## src/preemptive_priority_focus_arbiter_unit_assert.svh

```systemverilog
// Assertion macros for the focus arbiter.
`ifndef PREEMPTIVE_PRIORITY_FOCUS_ARBITER_UNIT_ASSERT_SVH
`define PREEMPTIVE_PRIORITY_FOCUS_ARBITER_UNIT_ASSERT_SVH

// Condition must hold on every clock out of reset.
`define PPFA_ALWAYS(lbl, clk, rst, cond) \
  lbl: assert property (@(posedge clk) disable iff (rst) (cond)) else $error("ppfa check failed");

// Antecedent implies consequent on the following clock.
`define PPFA_NEXT(lbl, clk, rst, ante, cons) \
  lbl: assert property (@(posedge clk) disable iff (rst) (ante) |=> (cons)) \
    else $error("ppfa sequence check failed");

`endif

```

## src/ppfa_pkg.sv

```systemverilog
package ppfa_pkg;

  localparam int LIST_DEPTH = 16;
  localparam int CNT_W      = $clog2(LIST_DEPTH + 1);
  localparam int CLIENT_W   = 4;
  localparam int PRIO_W     = 3;
  localparam int TAG_W      = 16;

  localparam logic [CNT_W-1:0] CNT_FULL = CNT_W'(LIST_DEPTH);

  localparam logic [1:0] KIND_REQUEST     = 2'd0;
  localparam logic [1:0] KIND_RELEASE     = 2'd1;
  localparam logic [1:0] KIND_RELEASE_ALL = 2'd2;

  localparam logic [1:0] NOTE_GRANT  = 2'd0;
  localparam logic [1:0] NOTE_JUDGE  = 2'd1;
  localparam logic [1:0] NOTE_FORCED = 2'd2;
  localparam logic [1:0] NOTE_DONE   = 2'd3;

  typedef struct packed {
    logic [CLIENT_W-1:0] client;
    logic [PRIO_W-1:0]   prio;
    logic [TAG_W-1:0]    tag;
  } entry_t;

  typedef enum logic [2:0] {
    OP_HOLD,
    OP_SHIFT,
    OP_PURGE,
    OP_INS_SORT,
    OP_INS_HEAD
  } cell_op_t;

  typedef struct packed {
    cell_op_t op;
    logic     valid;
    logic     at_end;
  } cell_ctrl_t;

  typedef enum logic [3:0] {
    S_IDLE,
    S_DROP,
    S_REINS,
    S_PURGE,
    S_PUT_HEAD,
    S_PUT_SORT,
    S_RELCHK,
    S_EMIT_J,
    S_EMIT_G,
    S_FORCED,
    S_DONE
  } state_t;

  typedef enum logic [1:0] {
    MODE_STEAL,
    MODE_PLAIN,
    MODE_REL
  } mode_t;

endpackage

```

## src/ppfa_cell.sv

```systemverilog
module ppfa_cell (
  input  logic                         clk,
  input  ppfa_pkg::cell_ctrl_t         ctrl,
  input  logic [ppfa_pkg::CLIENT_W-1:0] key_client,
  input  logic [ppfa_pkg::PRIO_W-1:0]   key_prio,
  input  ppfa_pkg::entry_t             new_entry,
  input  ppfa_pkg::entry_t             left_entry,
  input  ppfa_pkg::entry_t             right_entry,
  input  logic                         hit_in,
  output logic                         hit_out,
  output ppfa_pkg::entry_t             entry
);

  ppfa_pkg::entry_t entry_next;
  logic             mine;

  always_comb begin
    mine       = 1'b0;
    entry_next = entry;
    hit_out    = hit_in;
    unique case (ctrl.op)
      ppfa_pkg::OP_SHIFT: begin
        entry_next = right_entry;
      end
      ppfa_pkg::OP_PURGE: begin
        mine    = ctrl.valid && (entry.client == key_client);
        hit_out = hit_in | mine;
        if (hit_out) begin
          entry_next = right_entry;
        end
      end
      ppfa_pkg::OP_INS_SORT: begin
        mine    = (ctrl.valid && (entry.prio >= key_prio)) || ctrl.at_end;
        hit_out = hit_in | mine;
        if (hit_in) begin
          entry_next = left_entry;
        end else if (mine) begin
          entry_next = new_entry;
        end
      end
      ppfa_pkg::OP_INS_HEAD: begin
        mine    = 1'b1;
        hit_out = 1'b1;
        entry_next = hit_in ? left_entry : new_entry;
      end
      default: begin
        entry_next = entry;
      end
    endcase
  end

  always_ff @(posedge clk) begin
    entry <= entry_next;
  end

endmodule

```

## src/preemptive_priority_focus_arbiter_unit.sv

```systemverilog
// Preemptive priority focus arbiter.
// Command channel: a transaction is taken on a clock edge with start high and
// busy low; kind, client_id, client_priority, event_tag, steal_allowed and
// unfocus_keep are sampled then. busy stays high until the transaction ends.
// Result channel: each notice is on the note_* ports for one cycle with
// strobe high; the last one of a transaction is a done notice with last high.
// status, holder_valid, holder_client and entry_total show the outcome of the
// whole transaction on every notice. The receiver cannot stall.
// The list lives in a row of cells; each cycle the row holds or does one shift,
// one purge step, one head insert or one sorted insert. A purge removes the
// matching entries one at a time and ends on a step that finds none; a client
// never holds more than one entry. A release all gives one forced notice per
// entry. The next command is taken the cycle after the done notice. Reset
// empties the list; no clearing pass is needed.
`include "preemptive_priority_focus_arbiter_unit_assert.svh"

module preemptive_priority_focus_arbiter_unit (
  input  logic                          clk,
  input  logic                          rst,
  input  logic                          start,
  output logic                          busy,
  input  logic [1:0]                    kind,
  input  logic [ppfa_pkg::CLIENT_W-1:0] client_id,
  input  logic [ppfa_pkg::PRIO_W-1:0]   client_priority,
  input  logic [ppfa_pkg::TAG_W-1:0]    event_tag,
  input  logic                          steal_allowed,
  input  logic                          unfocus_keep,
  output logic                          strobe,
  output logic [1:0]                    note_kind,
  output logic [ppfa_pkg::CLIENT_W-1:0] note_client,
  output logic [ppfa_pkg::TAG_W-1:0]    note_tag,
  output logic                          status,
  output logic                          holder_valid,
  output logic [ppfa_pkg::CLIENT_W-1:0] holder_client,
  output logic [ppfa_pkg::CNT_W-1:0]    entry_total,
  output logic                          last
);

  ppfa_pkg::state_t state, state_next;
  ppfa_pkg::mode_t  mode, mode_next;
  logic [ppfa_pkg::CNT_W-1:0] count, count_next;
  logic [ppfa_pkg::CNT_W-1:0] rem, rem_next;
  logic dropped, dropped_next;
  logic jflag, jflag_next;
  logic gflag, gflag_next;
  logic keep, keep_next;
  logic [ppfa_pkg::CLIENT_W-1:0] cid, cid_next;
  ppfa_pkg::entry_t req, req_next;
  ppfa_pkg::entry_t jent, jent_next;
  ppfa_pkg::entry_t gent, gent_next;

  ppfa_pkg::cell_op_t op;
  ppfa_pkg::entry_t   new_entry;
  logic [ppfa_pkg::PRIO_W-1:0] key_prio;
  ppfa_pkg::entry_t   cells [ppfa_pkg::LIST_DEPTH];
  logic [ppfa_pkg::LIST_DEPTH:0] hits;

  assign hits[0] = 1'b0;

  for (genvar i = 0; i < ppfa_pkg::LIST_DEPTH; i++) begin : g_cell
    ppfa_pkg::cell_ctrl_t ctrl;
    assign ctrl.op     = op;
    assign ctrl.valid  = ppfa_pkg::CNT_W'(i) < count;
    assign ctrl.at_end = ppfa_pkg::CNT_W'(i) == count;
    ppfa_cell u_cell (
      .clk         (clk),
      .ctrl        (ctrl),
      .key_client  (cid),
      .key_prio    (key_prio),
      .new_entry   (new_entry),
      .left_entry  (cells[(i == 0) ? 0 : i - 1]),
      .right_entry (cells[(i == ppfa_pkg::LIST_DEPTH - 1) ? i : i + 1]),
      .hit_in      (hits[i]),
      .hit_out     (hits[i+1]),
      .entry       (cells[i])
    );
  end

  always_ff @(posedge clk) begin
    if (rst) begin
      state   <= ppfa_pkg::S_IDLE;
      count   <= '0;
      rem     <= '0;
      dropped <= 1'b0;
      jflag   <= 1'b0;
      gflag   <= 1'b0;
      mode    <= ppfa_pkg::MODE_PLAIN;
    end else begin
      state   <= state_next;
      count   <= count_next;
      rem     <= rem_next;
      dropped <= dropped_next;
      jflag   <= jflag_next;
      gflag   <= gflag_next;
      mode    <= mode_next;
    end
  end

  always_ff @(posedge clk) begin
    keep <= keep_next;
    cid  <= cid_next;
    req  <= req_next;
    jent <= jent_next;
    gent <= gent_next;
  end

  always_comb begin
    state_next   = state;
    mode_next    = mode;
    count_next   = count;
    rem_next     = rem;
    dropped_next = dropped;
    jflag_next   = jflag;
    gflag_next   = gflag;
    keep_next    = keep;
    cid_next     = cid;
    req_next     = req;
    jent_next    = jent;
    gent_next    = gent;
    op           = ppfa_pkg::OP_HOLD;
    new_entry    = req;
    key_prio     = req.prio;
    strobe       = 1'b0;
    note_kind    = ppfa_pkg::NOTE_DONE;
    note_client  = '0;
    note_tag     = '0;
    last         = 1'b0;
    unique case (state)
      ppfa_pkg::S_IDLE: begin
        if (start) begin
          keep_next    = unfocus_keep;
          cid_next     = client_id;
          req_next     = '{client: client_id, prio: client_priority, tag: event_tag};
          dropped_next = 1'b0;
          jflag_next   = 1'b0;
          gflag_next   = 1'b0;
          jent_next    = cells[0];
          case (kind)
            ppfa_pkg::KIND_REQUEST: begin
              if (count == '0) begin
                mode_next  = ppfa_pkg::MODE_PLAIN;
                state_next = ppfa_pkg::S_PUT_HEAD;
              end else if (steal_allowed) begin
                mode_next  = ppfa_pkg::MODE_STEAL;
                jflag_next = 1'b1;
                state_next = ppfa_pkg::S_DROP;
              end else begin
                mode_next  = ppfa_pkg::MODE_PLAIN;
                state_next = ppfa_pkg::S_PURGE;
              end
            end
            ppfa_pkg::KIND_RELEASE: begin
              mode_next = ppfa_pkg::MODE_REL;
              if (count == '0) begin
                state_next = ppfa_pkg::S_DONE;
              end else if (cells[0].client != client_id) begin
                state_next = ppfa_pkg::S_PURGE;
              end else begin
                jflag_next = 1'b1;
                state_next = ppfa_pkg::S_DROP;
              end
            end
            ppfa_pkg::KIND_RELEASE_ALL: begin
              if (count == '0) begin
                state_next = ppfa_pkg::S_DONE;
              end else begin
                rem_next   = count;
                count_next = '0;
                state_next = ppfa_pkg::S_FORCED;
              end
            end
            default: begin
              state_next = ppfa_pkg::S_DONE;
            end
          endcase
        end
      end
      ppfa_pkg::S_DROP: begin
        op         = ppfa_pkg::OP_SHIFT;
        count_next = count - ppfa_pkg::CNT_W'(1);
        if (keep) begin
          state_next = ppfa_pkg::S_REINS;
        end else if (mode == ppfa_pkg::MODE_REL) begin
          state_next = ppfa_pkg::S_RELCHK;
        end else begin
          state_next = ppfa_pkg::S_PURGE;
        end
      end
      ppfa_pkg::S_REINS: begin
        op         = ppfa_pkg::OP_INS_SORT;
        new_entry  = jent;
        key_prio   = jent.prio;
        count_next = count + ppfa_pkg::CNT_W'(1);
        state_next = (mode == ppfa_pkg::MODE_REL) ? ppfa_pkg::S_RELCHK : ppfa_pkg::S_PURGE;
      end
      ppfa_pkg::S_PURGE: begin
        op = ppfa_pkg::OP_PURGE;
        if (hits[ppfa_pkg::LIST_DEPTH]) begin
          count_next = count - ppfa_pkg::CNT_W'(1);
        end else begin
          unique case (mode)
            ppfa_pkg::MODE_STEAL: state_next = ppfa_pkg::S_PUT_HEAD;
            ppfa_pkg::MODE_PLAIN: state_next = ppfa_pkg::S_PUT_SORT;
            default:              state_next = ppfa_pkg::S_DONE;
          endcase
        end
      end
      ppfa_pkg::S_PUT_HEAD: begin
        if (count == ppfa_pkg::CNT_FULL) begin
          dropped_next = 1'b1;
          state_next   = jflag ? ppfa_pkg::S_EMIT_J : ppfa_pkg::S_DONE;
        end else begin
          op         = ppfa_pkg::OP_INS_HEAD;
          count_next = count + ppfa_pkg::CNT_W'(1);
          gflag_next = 1'b1;
          gent_next  = req;
          state_next = jflag ? ppfa_pkg::S_EMIT_J : ppfa_pkg::S_EMIT_G;
        end
      end
      ppfa_pkg::S_PUT_SORT: begin
        if (count == ppfa_pkg::CNT_FULL) begin
          dropped_next = 1'b1;
        end else begin
          op         = ppfa_pkg::OP_INS_SORT;
          count_next = count + ppfa_pkg::CNT_W'(1);
        end
        state_next = ppfa_pkg::S_DONE;
      end
      ppfa_pkg::S_RELCHK: begin
        if (count != '0 && cells[0].client != cid) begin
          gflag_next = 1'b1;
          gent_next  = cells[0];
        end
        state_next = ppfa_pkg::S_EMIT_J;
      end
      ppfa_pkg::S_EMIT_J: begin
        strobe      = 1'b1;
        note_kind   = ppfa_pkg::NOTE_JUDGE;
        note_client = jent.client;
        note_tag    = jent.tag;
        state_next  = gflag ? ppfa_pkg::S_EMIT_G : ppfa_pkg::S_DONE;
      end
      ppfa_pkg::S_EMIT_G: begin
        strobe      = 1'b1;
        note_kind   = ppfa_pkg::NOTE_GRANT;
        note_client = gent.client;
        note_tag    = gent.tag;
        state_next  = ppfa_pkg::S_DONE;
      end
      ppfa_pkg::S_FORCED: begin
        strobe      = 1'b1;
        note_kind   = ppfa_pkg::NOTE_FORCED;
        note_client = cells[0].client;
        note_tag    = cells[0].tag;
        op          = ppfa_pkg::OP_SHIFT;
        rem_next    = rem - ppfa_pkg::CNT_W'(1);
        if (rem == ppfa_pkg::CNT_W'(1)) begin
          state_next = ppfa_pkg::S_DONE;
        end
      end
      ppfa_pkg::S_DONE: begin
        strobe     = 1'b1;
        note_kind  = ppfa_pkg::NOTE_DONE;
        last       = 1'b1;
        state_next = ppfa_pkg::S_IDLE;
      end
      default: begin
        state_next = ppfa_pkg::S_IDLE;
      end
    endcase
  end

  assign busy          = (state != ppfa_pkg::S_IDLE);
  assign status        = dropped;
  assign holder_valid  = (count != '0);
  assign holder_client = (count != '0) ? cells[0].client : '0;
  assign entry_total   = count;

  `PPFA_ALWAYS(a_count_range, clk, rst, count <= ppfa_pkg::CNT_FULL)
  `PPFA_NEXT(a_done_frees, clk, rst, strobe && last, !busy)
  `PPFA_NEXT(a_accept_busy, clk, rst, start && !busy, busy)
  `PPFA_ALWAYS(a_last_is_done, clk, rst, !last || (strobe && note_kind == ppfa_pkg::NOTE_DONE))

endmodule
```

## config.mk

```make
export PLATFORM = sky130hd
export DESIGN_NAME = preemptive_priority_focus_arbiter_unit
export DESIGN_NICKNAME = d
export VERILOG_FILES = /design/src/ppfa_pkg.sv /design/src/ppfa_cell.sv /design/src/preemptive_priority_focus_arbiter_unit.sv
export VERILOG_INCLUDE_DIRS = /design/src /design/src/src
export SDC_FILE = /design/constraint.sdc
export NUM_CORES = 1
export LEC_CHECK = 0
export BUFFER_PORTS_ARGS = -buffer_cell sky130_fd_sc_hd__buf_2
export CORE_MARGIN = 1.5
export CORE_UTILIZATION = 63
export DETAILED_ROUTE_END_ITERATION = 8
export PLACE_DENSITY = 0.78
export SETUP_SLACK_MARGIN = 0.05
export SYNTH_ARGS = -nofsm -noshare
export SYNTH_HDL_FRONTEND = slang
export SYNTH_SLANG_ARGS = --single-unit
export TNS_END_PERCENT = 1
```

## constraint.sdc

```tcl
create_clock -name clk -period 8.85 [get_ports clk]
set_input_delay 0.4425 -clock clk [delete_from_list [all_inputs] [get_ports clk]]
set_output_delay 0.4425 -clock clk [all_outputs]
set_load 0.03 [all_outputs]
```

**Word-level counts from Yosys, hierarchy flattened**

Cells that the tools add are included.

- Equal/unequal tests: 94
- Add/subtract/negate cells: 3
- Magnitude comparators: 32
- Reductions and logical operators: 91
- Muxes and demuxes: 148
- Bitwise gates (word level): 30

Operator list:

| cell | count |
|---|---|
| 2-to-1 mux 23 bit | 64 |
| case mux 23 bit (4 select lines) | 15 |
| case mux 23 bit (2 select lines) | 2 |
| equality test 4 bit | 16 |
| AND reduction 3 bit | 19 |
| case mux 1 bit (3 select lines) | 17 |
| greater-or-equal comparator 3 bit | 16 |
| case mux 16 bit (3 select lines) | 1 |
| != test 3 x 1 -> 1 bit, second input constant | 15 |
| equality test 4 x 5 -> 1 bit, first input constant | 8 |
| < comparator 4 x 5 -> 1 bit, first input constant | 8 |
| 2-to-1 mux 5 bit | 8 |
| != test 2 x 1 -> 1 bit, second input constant | 19 |
| case mux 4 bit (9 select lines) | 1 |
| logical AND 1 bit | 33 |
| 2-to-1 mux 4 bit | 8 |
| OR 1 bit | 30 |
| case mux 5 bit (5 select lines) | 1 |
| case mux 4 bit (3 select lines) | 2 |
| equality test 3 x 5 -> 1 bit, first input constant | 4 |
| < comparator 3 x 5 -> 1 bit, first input constant | 4 |
| equality test 4 x 3 -> 1 bit, second input constant | 4 |
| logical OR 1 bit | 16 |
| 2-to-1 mux 3 bit | 5 |
| 38 further kinds | 82 |

- Output and inout bits: 36
- Input bits: 30
- Register bits after elaboration: 454
- Logic and storage cells: 462

**Logic depth before layout (Yosys ltp)**

- Depth after elaboration: 38
- Mapped depth: 23
- Mapped depth without buffers: 18

**Modules after synthesis**

From an unflattened synthesis, not the netlist that was laid out.

- Cell total of the unflattened synthesis: 2478
- Area total of the unflattened synthesis: 28371.0 µm²

Modules (own cells, without submodules):

| module | seq. area each (µm²) | area an instance (µm²) | cells an instance | instances |
|---|---|---|---|---|
| ppfa_cell | 690.7 | 1470.2 | 127 | 16 |
| preemptive_priority_focus_arbiter_unit | 2392.3 | 4848.4 | 446 | 1 |

**Worst setup path before layout**

Ideal clock, no wire load.

- Kind: reg-to-reg
- Start: register state[0]
- End: register g_cell[15].u_cell.entry[0] (netlist bit) (enable)
- Setup slack: 2.585 ns
- Clock period less this slack: 6.265 ns
- Required time: 8.489 ns
- Data arrival time: 5.904 ns
- Stages on the path, launching flop included: 21
- Buffers on the path: 4
- Library setup time: 0.361 ns
- Path through: dfxtp_1 -> buf_2 -> nor4b_4 -> clkbuf_1 -> mux2i_1 -> clkbuf_1 -> inv_1 -> ha_1 -> nand2b_1 -> a2111oi_0 -> o31ai_1 -> a21oi_1 -> nand4bb_1 -> or4b_1 -> or4b_1 -> o22ai_2 -> a32oi_1 -> o21ai_1 -> nand2_2 -> buf_4 -> o21a_1

- Cells in the longest elaborated chain, start to end: 36
- Elaborated cells on any way between the ends: 106
- Those cells by class: order compare (16); eq/ne (10); mux (17); bitwise (28); reduce/logical (35)

RTL lines:

| what | line | source |
|---|---|---|
| start, declared | preemptive_priority_focus_arbiter_unit.sv:39 | `ppfa_pkg::state_t state, state_next;` |
| start signal, assigned | preemptive_priority_focus_arbiter_unit.sv:81 | `state <= ppfa_pkg::S_IDLE;` |
| start signal, assigned | preemptive_priority_focus_arbiter_unit.sv:89 | `state <= state_next;` |
| equality test 4 x 2 -> 1 bit | preemptive_priority_focus_arbiter_unit.sv:128 | `unique case (state)` |
| 2-to-1 mux 3 bit | preemptive_priority_focus_arbiter_unit.sv:128 |  |
| greater-or-equal comparator 3 bit | ppfa_cell.sv:33 | `mine = (ctrl.valid && (entry.prio >= key_prio)) \|\| ctrl.at_end;` |
| logical AND 1 bit | ppfa_cell.sv:33 |  |
| logical OR 1 bit | ppfa_cell.sv:33 |  |
| case mux 1 bit (3 select lines) | ppfa_cell.sv:21 | `unique case (ctrl.op)` |
| OR 1 bit, on equally long branches | ppfa_cell.sv:34, ppfa_cell.sv:27 |  |
| case mux 1 bit (3 select lines) | ppfa_cell.sv:21 |  |
| [20 not listed] | -- |  |
| OR 1 bit, on equally long branches | ppfa_cell.sv:34, ppfa_cell.sv:27 |  |
| case mux 1 bit (3 select lines) | ppfa_cell.sv:21 |  |
| OR 1 bit, on equally long branches | ppfa_cell.sv:34, ppfa_cell.sv:27 |  |
| case mux 1 bit (3 select lines) | ppfa_cell.sv:21 |  |
| OR 1 bit, on equally long branches | ppfa_cell.sv:34, ppfa_cell.sv:27 |  |
| case mux 1 bit (3 select lines) | ppfa_cell.sv:21 |  |
| != test 3 x 1 -> 1 bit (no line) | -- |  |
| AND reduction 2 bit (no line) * | -- |  |
| end signal, assigned | ppfa_cell.sv:53 | `entry <= entry_next;` |
| end, declared | ppfa_cell.sv:11 | `output ppfa_pkg::entry_t entry` |

Every way passes the cells marked *; elsewhere a longest branch is shown, timed or not.
A chain may end at the register's enable or synchronous reset.

**Worst setup path after layout**

- Start: register state[1]
- End: register g_cell[15].u_cell.entry[10] (netlist bit) (enable)

Same word-level chain as after synthesis.

==> impl_metrics.env <==
export IMPL_worstMarginPinSlew_ns=1.19
export IMPL_synth_top_area_frac=0.518
export IMPL_r2r_slack_ns=1.62
export IMPL_portBuffers=65
export IMPL_drt_initial_drc_count=3331
export IMPL_worstReg2RegStart="state[1]$_SDFFE_PP0P_"
export IMPL_cts_max_path_buffers=3
export IMPL_hold_depth=1
export IMPL_diodes=0
export IMPL_maxCapViolCount=0
export IMPL_yosysSeqAreaShare=0.533
export IMPL_first_pass_iters=8
export IMPL_clockRootBuffer="clkbuf_16"
export IMPL_regToRegEndpoint="g_cell[15].u_cell.entry[10]$_DFFE_PP_"
export IMPL_clk_pin_slew_worst_paths_ns=0.06
export IMPL_grt_pass1_wl_um=114000
export IMPL_clkSinkCount=454
export IMPL_setup_viol=0
export IMPL_avgSynthCellArea_um2=9.24
export IMPL_fin_tns_setup_ns=0
export IMPL_hold_start="unfocus_keep"
export IMPL_worstHoldEndpoint="keep$_DFFE_PP_"
export IMPL_layout_nets=2766
export IMPL_numCtsBuffers=48
export IMPL_synthArstFlopShare=0
export IMPL_syn_inst=2730
export IMPL_clk_latency_ns=0.60
export IMPL_antenna_found_initial=0
export IMPL_die_area_um2=41200
export IMPL_cp_max_fo=50
export IMPL_layout_common_cells="nand2_1 (520), o21ai_0 (489), edfxtp_1 (435)"
export IMPL_wl_um=74700
export IMPL_min_path_type="in -> reg"
export IMPL_reg2reg_depth=18
export IMPL_avgViaCountPerCell=6.46
export IMPL_status="finished, final reports clean"
export IMPL_slew_viol_final=0
export IMPL_start_kind="flop"
export IMPL_grt_start_max_net_pins=230
export IMPL_relSlewSlack=0.203
export IMPL_max_stage_delay_ns=0.79
export IMPL_area_delta_synth_final_pct=8.83
export IMPL_fin_skew_ns=0.0206
export IMPL_cp_data_required_time_ns=9.05
export IMPL_grtUsageTotal=0.363
export IMPL_cp_end_kind="flop"
export IMPL_final_util=0.693
export IMPL_post_cts_buffers=0
export IMPL_final_common_cell="nand2_1"
export IMPL_arrival_ns=7.42
export IMPL_rows=73
export IMPL_min_period_over_period=0.816
export IMPL_clock_fmax_mhz=138
export IMPL_start_util=0.636
export IMPL_yosys_top_cells_area="edfxtp_1 (52%), o21ai_0 (9.7%), nand2_1 (7.7%)"
export IMPL_synth_cell_types=73
export IMPL_cts_resized=0
export IMPL_ys_flop_type="edfxtp_1"
export IMPL_h_tree_depth=2
export IMPL_hold_violations=0
export IMPL_synth_seq_cells=454
export IMPL_synth_edf_count=435
export IMPL_cts_hold_buffers=0
export IMPL_drive_gt1_frac=0.102
export IMPL_critPathKind="reg -> reg"
export IMPL_ios=66
export IMPL_slowest_stage="dfxtp_1"
export IMPL_fin_crit_ns=7.23
export IMPL_core_area_um2=39600
export IMPL_die_y_um=203
export IMPL_syn_cell_area_um2=25200
export IMPL_vias=20900
export IMPL_routabilityCongestion=0.950
export IMPL_synth_top_area_cell="edfxtp_1"
export IMPL_fillers=2993
export IMPL_synth_nets=2811
export IMPL_grt_ovfl_total=0
export IMPL_ys_warnings_count=0
export IMPL_dp_final_hpwl_um=49300
export IMPL_rsz0062_at_grt="no"
export IMPL_wl_per_cell_um=23.0
export IMPL_drc=0
export IMPL_ant_nets=0
export IMPL_first_global_vias=19300
export IMPL_path_cells="nor4b_4 -> mux2i_1 -> buf_4 -> inv_1 -> ha_1 -> nand2b_1 -> a2111oi_0 -> o31ai_1 -> a21oi_1 -> nand4bb_1 -> or4b_1 -> or4b_1 -> o22ai_2 -> a32oi_2 -> buf_4 -> o21ai_1 -> nand2_2 -> o21a_1"
export IMPL_cts_tree="yes"
export IMPL_fp_dieW_um=203
==> routing by layer <==
metal,GRT usage,part of all wire
met1,0.534,0.41
met4,0.131,0.033
met3,0.0798,0.13
met2,0.529,0.43
met5,0,0
==> flip-flops by register name, indices dropped and copies added (netlist names) <==
signal / count
entry_total: 5
g_cell.u_cell.entry: 368
gent: 20
gflag: 1
jent: 23
jflag: 1
keep: 1
mode: 2
rem: 5
req: 23
state: 4
status: 1
==> final cells by class <==
| class | instances | area [um2] | share of cell area |
|---|---|---|---|
| tap | 525 | 657 | 0.0239 |
| sequential | 454 | 13400 | 0.490 |
| timing repair buffer | 125 | 788 | 0.0287 |
| clock buffer | 56 | 1230 | 0.0448 |
| multi-input combinational | 2001 | 10900 | 0.399 |
| inverter | 55 | 206 | 0.00752 |
| clock inverter | 27 | 183 | 0.00665 |
==> worst max path at each step <==
stage | start | to | slack, ns
5_1_grt | state[1]$_SDFFE_PP0P_ | g_cell[15].u_cell.entry[6]$_DFFE_PP_ | 1.04
4_1_cts | state[1]$_SDFFE_PP0P_ | g_cell[15].u_cell.entry[6]$_DFFE_PP_ | 1.70
2_1_floorplan | state[0]$_SDFFE_PP0P_ | g_cell[15].u_cell.entry[0]$_DFFE_PP_ | 2.59
3_5_place_dp | state[1]$_SDFFE_PP0P_ | g_cell[15].u_cell.entry[9]$_DFFE_PP_ | 1.79
6_report | state[1]$_SDFFE_PP0P_ | g_cell[15].u_cell.entry[10]$_DFFE_PP_ | 1.62
3_3_place_gp | state[1]$_SDFFE_PP0P_ | g_cell[15].u_cell.entry[9]$_DFFE_PP_ | 1.93
==> per-stage QoR <==
step	instance area (um2)	setup slack, ns	instances	hold WS, ns
2_1_floorplan	25200	2.59	2730	0.443
3_3_place_gp	26000	1.93	3160	0.462
3_5_place_dp	26000	1.79	3160	0.461
4_1_cts	27500	1.70	3243	0.00145
5_1_grt	27500	1.04	3243	0.0257
6_report	27500	1.62	3243	0.0244
==> cell families (layout without fill, tap and decap cells) <==
family                   count (synthesis)  in the layout  synth area share
XOR/XNOR                                68             68            0.0236
flip-flops                             454            454             0.533
AND/OR/NAND/NOR                        919            919             0.151
adder cells (fa/ha/maj)                 51             51            0.0253
AO/OA/AOI/OAI                          886            886             0.191
buffers and inverters                  275            263            0.0425
multiplexers                            77             77            0.0334
==> Yosys cell counts (3+ instances only) <==
| cell type | count |
|---|---|
| nand3_1 | 14 |
| clkbuf_1 | 189 |
| inv_1 | 54 |
| or3_1 | 10 |
| o211ai_1 | 8 |
| nor3_1 | 20 |
| o21ai_0 | 489 |
| a22oi_1 | 6 |
| nand2b_1 | 21 |
| or2_2 | 7 |
| nor4_1 | 7 |
| edfxtp_1 | 435 |
| a31o_2 | 5 |
| dfxtp_1 | 19 |
| nor2_1 | 271 |
| nand4_1 | 8 |
| mux2_2 | 40 |
| nand2_1 | 520 |
| xor2_1 | 23 |
| ha_1 | 51 |
| a211oi_1 | 10 |
| and2_1 | 12 |
| buf_1 | 10 |
| o21ai_1 | 8 |
| buf_2 | 17 |
| a221oi_1 | 3 |
| o21a_1 | 5 |
| a21o_1 | 8 |
| mux2_1 | 18 |
| nand3b_1 | 3 |
| o31a_1 | 3 |
| a222oi_1 | 20 |
| nor2b_1 | 10 |
| o22ai_1 | 16 |
| o31ai_1 | 10 |
| xnor2_1 | 45 |
| a21oi_1 | 266 |
| a31oi_1 | 8 |
| mux2i_1 | 19 |
| buf_4 | 3 |
==> critical path, delay by kind of cell, from the launching register on <==
kind                     cells  cell delay [ns]
buffers and inverters        3             0.95
adder cells (fa/ha/maj)      1             0.43
flip-flops                   1             0.79
AND/OR/NAND/NOR              6             2.19
multiplexers                 1             0.25
AO/OA/AOI/OAI                7             2.18
Power is left out: the tool's default activity adds up to more than one toggle a clock period on the data nets, which glitch-free logic cannot reach.
